`src/hw/rtl/pfr_pkg.sv`:
```
// Shared types and constants for the page frame replacement core.
package pfr_pkg;

  localparam int FRAME_DEPTH = 64;
  localparam int PAGE_BITS   = 12;
  localparam int FRAME_W     = $clog2(FRAME_DEPTH);
  localparam int NCNT_W      = FRAME_W + 1;
  localparam int CNT_W       = 32;
  localparam int SEED_W      = 48;
  localparam int CHUNK_W     = 16;
  localparam int MUL_W       = 35;
  localparam int RAND_W      = 31;
  localparam int RAND_LSB    = 17;
  localparam int STEP_W      = $clog2(RAND_W);

  localparam logic [MUL_W-1:0]  LCG_MUL  = 35'h5DEECE66D;
  localparam logic [SEED_W-1:0] LCG_ADD  = 48'h00000000000B;
  localparam logic [SEED_W-1:0] LCG_SEED = 48'h1234ABCD330E;

  typedef enum logic [0:0] {
    REG_POLICY_MODE   = 1'b0,
    REG_FRAMES_IN_USE = 1'b1
  } cfg_idx_t;

  typedef enum logic {
    MODE_FIFO   = 1'b0,
    MODE_RANDOM = 1'b1
  } policy_t;

  typedef enum logic [1:0] {
    S_IDLE,
    S_RAND,
    S_READ,
    S_DONE
  } pfr_state_t;

  typedef enum logic [1:0] {
    R_IDLE,
    R_MUL,
    R_MOD
  } rnd_state_t;

  typedef struct packed {
    logic               done;
    logic [FRAME_W-1:0] value;
  } rnd_rsp_t;

endpackage

```
`src/hw/rtl/pfr_rand_unit.sv`:
```
// Iterative lrand48 step (three partial products) and bit-serial modulo by frame count.
module pfr_rand_unit
  import pfr_pkg::*;
(
  input  logic              clk,
  input  logic              rst_n,
  input  logic              start,
  input  logic [NCNT_W-1:0] n_frames,
  output rnd_rsp_t          rsp
);

  rnd_state_t            state_r, state_nxt;
  logic [SEED_W-1:0]     seed_r, seed_nxt;
  logic [SEED_W-1:0]     acc_r, acc_nxt;
  logic [RAND_W-1:0]     val_r, val_nxt;
  logic [NCNT_W-1:0]     rem_r, rem_nxt;
  logic [STEP_W-1:0]     cnt_r, cnt_nxt;
  logic                  done_r, done_nxt;
  logic [CHUNK_W-1:0]    chunk;
  logic [CHUNK_W+MUL_W-1:0] prod;
  logic [SEED_W-1:0]     prod_sh;
  logic [NCNT_W-1:0]     trial;

  always_comb begin
    case (cnt_r[1:0])
      2'd0:    chunk = seed_r[CHUNK_W-1:0];
      2'd1:    chunk = seed_r[2*CHUNK_W-1:CHUNK_W];
      default: chunk = seed_r[3*CHUNK_W-1:2*CHUNK_W];
    endcase
    prod = {{MUL_W{1'b0}}, chunk} * {{CHUNK_W{1'b0}}, LCG_MUL};
    case (cnt_r[1:0])
      2'd0:    prod_sh = prod[SEED_W-1:0];
      2'd1:    prod_sh = {prod[SEED_W-CHUNK_W-1:0], {CHUNK_W{1'b0}}};
      default: prod_sh = {prod[SEED_W-2*CHUNK_W-1:0], {2*CHUNK_W{1'b0}}};
    endcase
    trial = {rem_r[NCNT_W-2:0], val_r[RAND_W-1]};
  end

  always_comb begin
    state_nxt = state_r;
    seed_nxt  = seed_r;
    acc_nxt   = acc_r;
    val_nxt   = val_r;
    rem_nxt   = rem_r;
    cnt_nxt   = cnt_r;
    done_nxt  = 1'b0;
    unique case (state_r)
      R_IDLE: begin
        if (start) begin
          acc_nxt   = LCG_ADD;
          cnt_nxt   = '0;
          state_nxt = R_MUL;
        end
      end
      R_MUL: begin
        acc_nxt = acc_r + prod_sh;
        cnt_nxt = cnt_r + 1'b1;
        if (cnt_r == STEP_W'(2)) begin
          seed_nxt  = acc_nxt;
          val_nxt   = acc_nxt[RAND_LSB+RAND_W-1:RAND_LSB];
          rem_nxt   = '0;
          cnt_nxt   = '0;
          state_nxt = R_MOD;
        end
      end
      R_MOD: begin
        rem_nxt = (trial >= n_frames) ? trial - n_frames : trial;
        val_nxt = {val_r[RAND_W-2:0], 1'b0};
        cnt_nxt = cnt_r + 1'b1;
        if (cnt_r == STEP_W'(RAND_W - 1)) begin
          done_nxt  = 1'b1;
          state_nxt = R_IDLE;
        end
      end
      default: state_nxt = R_IDLE;
    endcase
  end

  always_ff @(posedge clk) begin
    if (!rst_n) begin
      state_r <= R_IDLE;
      seed_r  <= LCG_SEED;
      done_r  <= 1'b0;
      cnt_r   <= '0;
    end else begin
      state_r <= state_nxt;
      seed_r  <= seed_nxt;
      done_r  <= done_nxt;
      cnt_r   <= cnt_nxt;
    end
  end

  always_ff @(posedge clk) begin
    acc_r <= acc_nxt;
    val_r <= val_nxt;
    rem_r <= rem_nxt;
  end

  assign rsp.done  = done_r;
  assign rsp.value = rem_r[FRAME_W-1:0];

endmodule

```
`src/hw/rtl/pfr_frame_store.sv`:
```
// Frame owner store: one write port, one registered read port.
module pfr_frame_store
  import pfr_pkg::*;
(
  input  logic                 clk,
  input  logic                 wr_en,
  input  logic [FRAME_W-1:0]   wr_addr,
  input  logic [PAGE_BITS-1:0] wr_data,
  input  logic                 rd_en,
  input  logic [FRAME_W-1:0]   rd_addr,
  output logic [PAGE_BITS-1:0] rd_data
);

  logic [PAGE_BITS-1:0] mem_r [FRAME_DEPTH];
  logic [PAGE_BITS-1:0] rd_data_r;

  always_ff @(posedge clk) begin
    if (wr_en) begin
      mem_r[wr_addr] <= wr_data;
    end
  end

  always_ff @(posedge clk) begin
    if (rd_en) begin
      rd_data_r <= mem_r[rd_addr];
    end
  end

  assign rd_data = rd_data_r;

endmodule

```
`src/hw/rtl/page_frame_replacement_core.sv`:
```
// Page frame replacement core: sequencer, counters, config and result registers.
//
// Usage: pulse start with in_fault_page while busy is low; the fault is taken
// at that edge and busy stays high until the result is registered. Each fault
// gives exactly one result beat, marked by out_valid for one cycle; the
// receiver cannot stall it and must take it in that cycle.
// Path from the accepting edge to out_valid: while free frames remain, the
// done state registers the result; a round-robin eviction passes the read
// state (victim owner read) first; a random eviction waits for the random
// unit (three 16-bit partial products for the generator step, then 31 one-bit
// steps of the modulo by the frame count) before the read state. busy falls as
// out_valid rises, so the next fault can be taken at the edge ending the beat.
// Config: cfg_valid/cfg_ready write channel, cfg_index 0 = policy mode,
// 1 = frames in use; cfg_ready is always high; write only while idle.
// Reset (rst_n low, synchronous) clears counters, frame fill and pointer,
// reloads the generator seed, mode 0 and 64 frames. The owner store is not
// cleared; each frame is written before it is ever read.
module page_frame_replacement_core
  import pfr_pkg::*;
(
  input  logic                 clk,
  input  logic                 rst_n,
  input  logic                 start,
  output logic                 busy,
  input  logic [PAGE_BITS-1:0] in_fault_page,
  input  logic                 cfg_valid,
  output logic                 cfg_ready,
  input  cfg_idx_t             cfg_index,
  input  logic [NCNT_W-1:0]    cfg_data,
  output logic                 out_valid,
  output logic [FRAME_W-1:0]   out_frame,
  output logic                 out_evicted,
  output logic [PAGE_BITS-1:0] out_victim_page,
  output logic [CNT_W-1:0]     out_fault_total,
  output logic [CNT_W-1:0]     out_writeback_total
);

  pfr_state_t           state_r, state_nxt;
  policy_t              mode_r;
  logic [NCNT_W-1:0]    fiu_r;
  logic [NCNT_W-1:0]    filled_r, filled_nxt;
  logic [FRAME_W-1:0]   vp_r, vp_nxt;
  logic [CNT_W-1:0]     fault_cnt_r, fault_cnt_nxt;
  logic [CNT_W-1:0]     wb_cnt_r, wb_cnt_nxt;
  logic [PAGE_BITS-1:0] page_r, page_nxt;
  logic [FRAME_W-1:0]   frame_r, frame_nxt;
  logic                 evict_r, evict_nxt;
  logic [NCNT_W-1:0]    n_r, n_nxt;
  logic [NCNT_W-1:0]    n_act;
  logic [FRAME_W-1:0]   rr_frame;
  logic [NCNT_W-1:0]    rr_inc;
  logic                 accept;
  logic                 rnd_start;
  rnd_rsp_t             rnd_rsp;
  logic [PAGE_BITS-1:0] rd_data;

  logic                 out_valid_r, out_valid_nxt;
  logic [FRAME_W-1:0]   out_frame_r, out_frame_nxt;
  logic                 out_evicted_r, out_evicted_nxt;
  logic [PAGE_BITS-1:0] out_victim_r, out_victim_nxt;
  logic [CNT_W-1:0]     out_fault_r, out_fault_nxt;
  logic [CNT_W-1:0]     out_wb_r, out_wb_nxt;

  assign busy      = (state_r != S_IDLE);
  assign accept    = start & ~busy;
  assign cfg_ready = 1'b1;

  always_comb begin
    if (fiu_r == '0) begin
      n_act = NCNT_W'(1);
    end else if (fiu_r > NCNT_W'(FRAME_DEPTH)) begin
      n_act = NCNT_W'(FRAME_DEPTH);
    end else begin
      n_act = fiu_r;
    end
    rr_frame = (NCNT_W'(vp_r) < n_act) ? vp_r : '0;
    rr_inc   = NCNT_W'(rr_frame) + 1'b1;
  end

  always_comb begin
    state_nxt       = state_r;
    filled_nxt      = filled_r;
    vp_nxt          = vp_r;
    fault_cnt_nxt   = fault_cnt_r;
    wb_cnt_nxt      = wb_cnt_r;
    page_nxt        = page_r;
    frame_nxt       = frame_r;
    evict_nxt       = evict_r;
    n_nxt           = n_r;
    rnd_start       = 1'b0;
    out_valid_nxt   = 1'b0;
    out_frame_nxt   = out_frame_r;
    out_evicted_nxt = out_evicted_r;
    out_victim_nxt  = out_victim_r;
    out_fault_nxt   = out_fault_r;
    out_wb_nxt      = out_wb_r;
    unique case (state_r)
      S_IDLE: begin
        if (accept) begin
          page_nxt = in_fault_page;
          n_nxt    = n_act;
          if (filled_r < n_act) begin
            frame_nxt  = filled_r[FRAME_W-1:0];
            filled_nxt = filled_r + 1'b1;
            evict_nxt  = 1'b0;
            state_nxt  = S_DONE;
          end else begin
            evict_nxt = 1'b1;
            if (mode_r == MODE_FIFO) begin
              frame_nxt = rr_frame;
              vp_nxt    = (rr_inc == n_act) ? '0 : rr_inc[FRAME_W-1:0];
              state_nxt = S_READ;
            end else begin
              rnd_start = 1'b1;
              state_nxt = S_RAND;
            end
          end
        end
      end
      S_RAND: begin
        if (rnd_rsp.done) begin
          frame_nxt = rnd_rsp.value;
          state_nxt = S_READ;
        end
      end
      S_READ: begin
        state_nxt = S_DONE;
      end
      S_DONE: begin
        fault_cnt_nxt   = fault_cnt_r + 1'b1;
        wb_cnt_nxt      = evict_r ? wb_cnt_r + 1'b1 : wb_cnt_r;
        out_valid_nxt   = 1'b1;
        out_frame_nxt   = frame_r;
        out_evicted_nxt = evict_r;
        out_victim_nxt  = evict_r ? rd_data : '0;
        out_fault_nxt   = fault_cnt_nxt;
        out_wb_nxt      = wb_cnt_nxt;
        state_nxt       = S_IDLE;
      end
      default: state_nxt = S_IDLE;
    endcase
  end

  always_ff @(posedge clk) begin
    if (!rst_n) begin
      state_r     <= S_IDLE;
      mode_r      <= MODE_FIFO;
      fiu_r       <= NCNT_W'(FRAME_DEPTH);
      filled_r    <= '0;
      vp_r        <= '0;
      fault_cnt_r <= '0;
      wb_cnt_r    <= '0;
      out_valid_r <= 1'b0;
    end else begin
      state_r     <= state_nxt;
      filled_r    <= filled_nxt;
      vp_r        <= vp_nxt;
      fault_cnt_r <= fault_cnt_nxt;
      wb_cnt_r    <= wb_cnt_nxt;
      out_valid_r <= out_valid_nxt;
      if (cfg_valid && cfg_ready) begin
        unique case (cfg_index)
          REG_POLICY_MODE:   mode_r <= policy_t'(cfg_data[0]);
          REG_FRAMES_IN_USE: fiu_r  <= cfg_data;
          default:           mode_r <= mode_r;
        endcase
      end
    end
  end

  always_ff @(posedge clk) begin
    page_r        <= page_nxt;
    frame_r       <= frame_nxt;
    evict_r       <= evict_nxt;
    n_r           <= n_nxt;
    out_frame_r   <= out_frame_nxt;
    out_evicted_r <= out_evicted_nxt;
    out_victim_r  <= out_victim_nxt;
    out_fault_r   <= out_fault_nxt;
    out_wb_r      <= out_wb_nxt;
  end

  pfr_rand_unit u_rand (
    .clk      (clk),
    .rst_n    (rst_n),
    .start    (rnd_start),
    .n_frames (n_nxt),
    .rsp      (rnd_rsp)
  );

  pfr_frame_store u_store (
    .clk     (clk),
    .wr_en   (state_r == S_DONE),
    .wr_addr (frame_r),
    .wr_data (page_r),
    .rd_en   (state_r == S_READ),
    .rd_addr (frame_r),
    .rd_data (rd_data)
  );

  assign out_valid           = out_valid_r;
  assign out_frame           = out_frame_r;
  assign out_evicted         = out_evicted_r;
  assign out_victim_page     = out_victim_r;
  assign out_fault_total     = out_fault_r;
  assign out_writeback_total = out_wb_r;

  a_result_after_work: assert property (@(posedge clk) disable iff (!rst_n)
    out_valid |-> $past(state_r == S_DONE))
    else $error("result beat without a finished fault");

  a_frame_in_range: assert property (@(posedge clk) disable iff (!rst_n)
    out_valid |-> (NCNT_W'(out_frame) < n_r))
    else $error("frame beyond active frame count");

  a_rand_done_when_waiting: assert property (@(posedge clk) disable iff (!rst_n)
    rnd_rsp.done |-> (state_r == S_RAND))
    else $error("random unit finished outside wait state");

  a_fault_count_step: assert property (@(posedge clk) disable iff (!rst_n)
    out_valid |-> (out_fault_total == fault_cnt_r))
    else $error("fault total out of step with counter");

endmodule
```
`config.mk`:
```
export PLATFORM = sky130hd
export DESIGN_NAME = page_frame_replacement_core
export DESIGN_NICKNAME = d
export VERILOG_FILES = /design/src/hw/rtl/pfr_pkg.sv /design/src/hw/rtl/pfr_rand_unit.sv /design/src/hw/rtl/pfr_frame_store.sv /design/src/hw/rtl/page_frame_replacement_core.sv
export SDC_FILE = /design/constraint.sdc
export NUM_CORES = 2
export LEC_CHECK = 0
export BUFFER_PORTS_ARGS = -buffer_cell sky130_fd_sc_hd__buf_2
export CAP_MARGIN = 10
export CORE_AREA = 8 8 301 303
export CTS_CLUSTER_DIAMETER = 120
export CTS_CLUSTER_SIZE = 40
export DETAILED_ROUTE_END_ITERATION = 6
export DIE_AREA = 0 0 309 311
export GPL_ROUTABILITY_DRIVEN = 0
export PLACE_DENSITY = 0.83
export SYNTH_ARGS = -nofsm -noshare
export SYNTH_HDL_FRONTEND = slang
export SYNTH_SLANG_ARGS = --single-unit
```
`constraint.sdc`:
```
create_clock -name clk -period 24.7 [get_ports clk]
set_clock_uncertainty 0.15 [all_clocks]
set_input_delay 0 -clock clk [delete_from_list [all_inputs] [get_ports clk]]
set_output_delay 0 -clock clk [all_outputs]
set_load 0.02 [all_outputs]
```
==> results.py <==
metrics = {
    "setup_path": {
        "r2r_slack_ns": 12.25,
        "worst_setup_path_end_kind": "register",
        "slowest_delay_ns": 0.97,
        "cp_common_cell": "inv_1",
        "crit_arrival_ns": 12.66,
        "crit_type": "register to register",
        "cp-start-kind": "register",
        "cp_max_fo": 32,
        "cp.required_ns": 24.92,
        "slowest_stage": "o21ai_0",
    },
    "status": {
        "outcome": "finished with violations",
        "violations": "DRC",
    },
    "finish": {
        "areaGrowthSynthToFinish_pct": 6.351,
        "fillers": 5816,
        "antennaDiodeCount": 0,
        "multiInputGateArea_sq_mm": 0.02158,
        "nNetsFinal": 4985,
        "drive_gt1_share_pct": 7.075,
        "regArea_sq_mm": 0.03206,
    },
    "floorplanning": {
        "dieArea_sq_mm": 0.09610,
        "die_height_um": 311,
        "ios": 110,
        "initial_utilization_pct": 65.04,
        "coreArea_sq_mm": 0.08594,
        "rows": 108,
        "die_x_um": 309,
    },
    "global_route": {
        "gr-total-overflow": 0,
        "grt_antenna_before_repair": 4,
        "grt_use_total_pct": 28.58,
        "grt_start_max_net_pins": 98,
        "grt_pass1_vias": 35950,
        "grt_pass1_wl_um": 213200,
    },
    "worst_hold_path": {
        "hp-class": "input port to register",
    },
    "sta": {
        "worst_pin_slew_ns": 1.247,
        "fin_setup_tns_ns": 0,
        "hold_viol_final": 0,
        "slew_headroom_pct": 16.57,
        "fin_crit_sh_pct": 50.39,
        "max_freq_ghz": 0.08034,
        "setup_violations": 0,
        "period_minus_slack_ns": 12.45,
        "rsz0062_at_grt": "false",
        "maxSlewViolCount": 0,
    },
    "synthesis": {
        "synth_cell_type_count": 99,
        "yosysMostFrequentCell": "edfxtp_1",
        "ys.flop_type": "edfxtp_1",
        "yosysWarnings": 0,
        "ys_top_cells_by_area": "edfxtp_1 52%, fa_1 8.1%, ha_1 5.4%, dfxtp_1 5.4%, a22oi_1 3.1%",
        "netlist_top_cells_count": "967 x edfxtp_1, 388 x inv_1, 313 x nor2_1",
        "yosysSeqAreaShare_pct": 57.36,
        "yosysTopAreaCell": "edfxtp_1",
        "synth_top_area_share_pct": 51.95,
        "syn_area_sq_mm": 0.05590,
        "synth-seq-cells": 1118,
        "avgSynthCellArea_sq_um": 12.67,
        "synth_nets": 4904,
        "synth-edff-count": 967,
        "async_flop_share_pct": 0,
        "netlist_instances": 4410,
    },
    "cts": {
        "clkLatencyLatePin_ns": 0.65,
        "cts_tree": "yes",
        "cts_max_level": 2,
        "post-cts-setup-buffer-count": 0,
        "clockBufferDepth": 3,
        "clkTransAtPathRegs_ns": 0.15,
        "clockRootBuffer": "clkbuf_16",
        "clkSinkCount": 1118,
        "numCtsBuffers": 34,
    },
    "place": {
        "dp_hpwl_um": 94840,
        "port-buffer-count": 108,
    },
    "drt": {
        "wl_um": 141200,
        "firstDrtPassIters": 7,
        "drt_iter0_markers": 5384,
        "vias": 37210,
        "wl_per_cell_um": 24.92,
        "routed_via_density": 6.569,
        "drc_errors": 4,
        "ant_nets": 0,
    },
    "run": {
        "cap_violations": 0,
    },
}
==> metrics by stage <==
| step | instances | cell area (sq um) | util (%) | hold WS [ns] | worst slack (ns) |
|---|---|---|---|---|---|
| 2_1_floorplan | 4410 | 55900 | - | -0.05113 | 15.12 |
| 3_3_place_gp | 5558 | 57900 | 67.37 | 0.02732 | 13.02 |
| 3_5_place_dp | 5558 | 57900 | 67.37 | 0.02849 | 12.76 |
| 4_1_cts | 5661 | 59410 | 69.13 | 0.003983 | 12.72 |
| 5_1_grt | 5664 | 59450 | 69.17 | 0.07933 | 11.95 |
| 6_report | 5664 | 59450 | 69.17 | 0.04778 | 12.25 |
==> final timing paths <==
kind	start	end	cells after the start
hold reg to reg	u_rand.seed_r[20]	u_rand.seed_r[20]	2
setup reg to reg	u_rand.cnt_r[0]	u_rand.val_r[19]	37
hold / removal	cfg_data[0]	mode_r	4
setup / recovery	u_rand.cnt_r[0]	u_rand.val_r[19]	37
==> metal layers <==
| metal | track usage (%) | part of all wire [%] | up-vias |
|---|---|---|---|
| met3 | 5.169 | 11 | 396 |
| met1 | 39.00 | 37 | 18150 |
| met5 | 0 | 0.016 | - |
| met4 | 11.07 | 4.5 | 4 |
| met2 | 45.78 | 47 | 2401 |
| li1 | - | - | 16260 |
==> critical path, delay by kind of cell, from the launching register on <==
family                   cells  cell delay (ns)
adder cells (fa/ha/maj)      9             4.28
AO/OA/AOI/OAI                9             3.52
AND/OR/NAND/NOR             10             1.87
buffers and inverters        7             1.22
XOR/XNOR                     2             0.68
flip-flops                   1             0.46
==> timing repair <==
action,4_1_cts,5_1_grt
endpoints found under the setup margin,0,0
hold buffers,49,0
gates resized for setup,0,0
hold endpoints to repair,56,0
==> state kept, by name, summed over array words and instances (netlist names), 7 cells and up <==
signal,flops
filled_r,7
page_r,12
wb_cnt_r,32
u_rand.val_r,31
out_writeback_total,32
fiu_r,7
u_store.rd_data,12
u_rand.seed_r,48
out_victim_page,12
out_fault_total,32
n_r,7
u_store.mem_r,768
u_rand.acc_r,48
fault_cnt_r,32
==> cell type report <==
type                    instances  share of cell area, %
repair buffers                263                  3.155
flip-flops and latches       1118                  53.93
clock inverters                 6                 0.1705
well taps                    1155                  2.431
inverters                     388                  2.452
clock buffers                  48                  1.555
multi-input cells            2686                  36.30
==> layout by cell type, fill, tap and decap left out, types with 96 or more instances in the layout <==
cell	Yosys	routed
xnor2_1	99	99
nor2_1	313	312
fa_1	227	227
inv_1	388	387
ha_1	243	242
xor2_1	135	135
a31oi_1	96	96
buf_2	23	108
edfxtp_1	967	967
o21ai_0	126	125
a21oi_1	152	152
buf_4	6	100
a22oi_1	230	230
nand2_1	277	276
dfxtp_1	151	151
==> kinds of logic after synthesis <==
family	after synthesis	synth area share [%]
AOI/OAI and AO/OA	1022	12.91
xor gates and xnor gates	234	3.667
adders and majority gates	470	13.57
buffers and inverters	606	4.175
DFF	1118	57.36
muxes	24	0.4387
other	1	0.006709
and+or+nand+nor	935	7.879
Power is left out: the tool's default activity adds up to more than one toggle a clock period on the data nets, which glitch-free logic cannot reach.
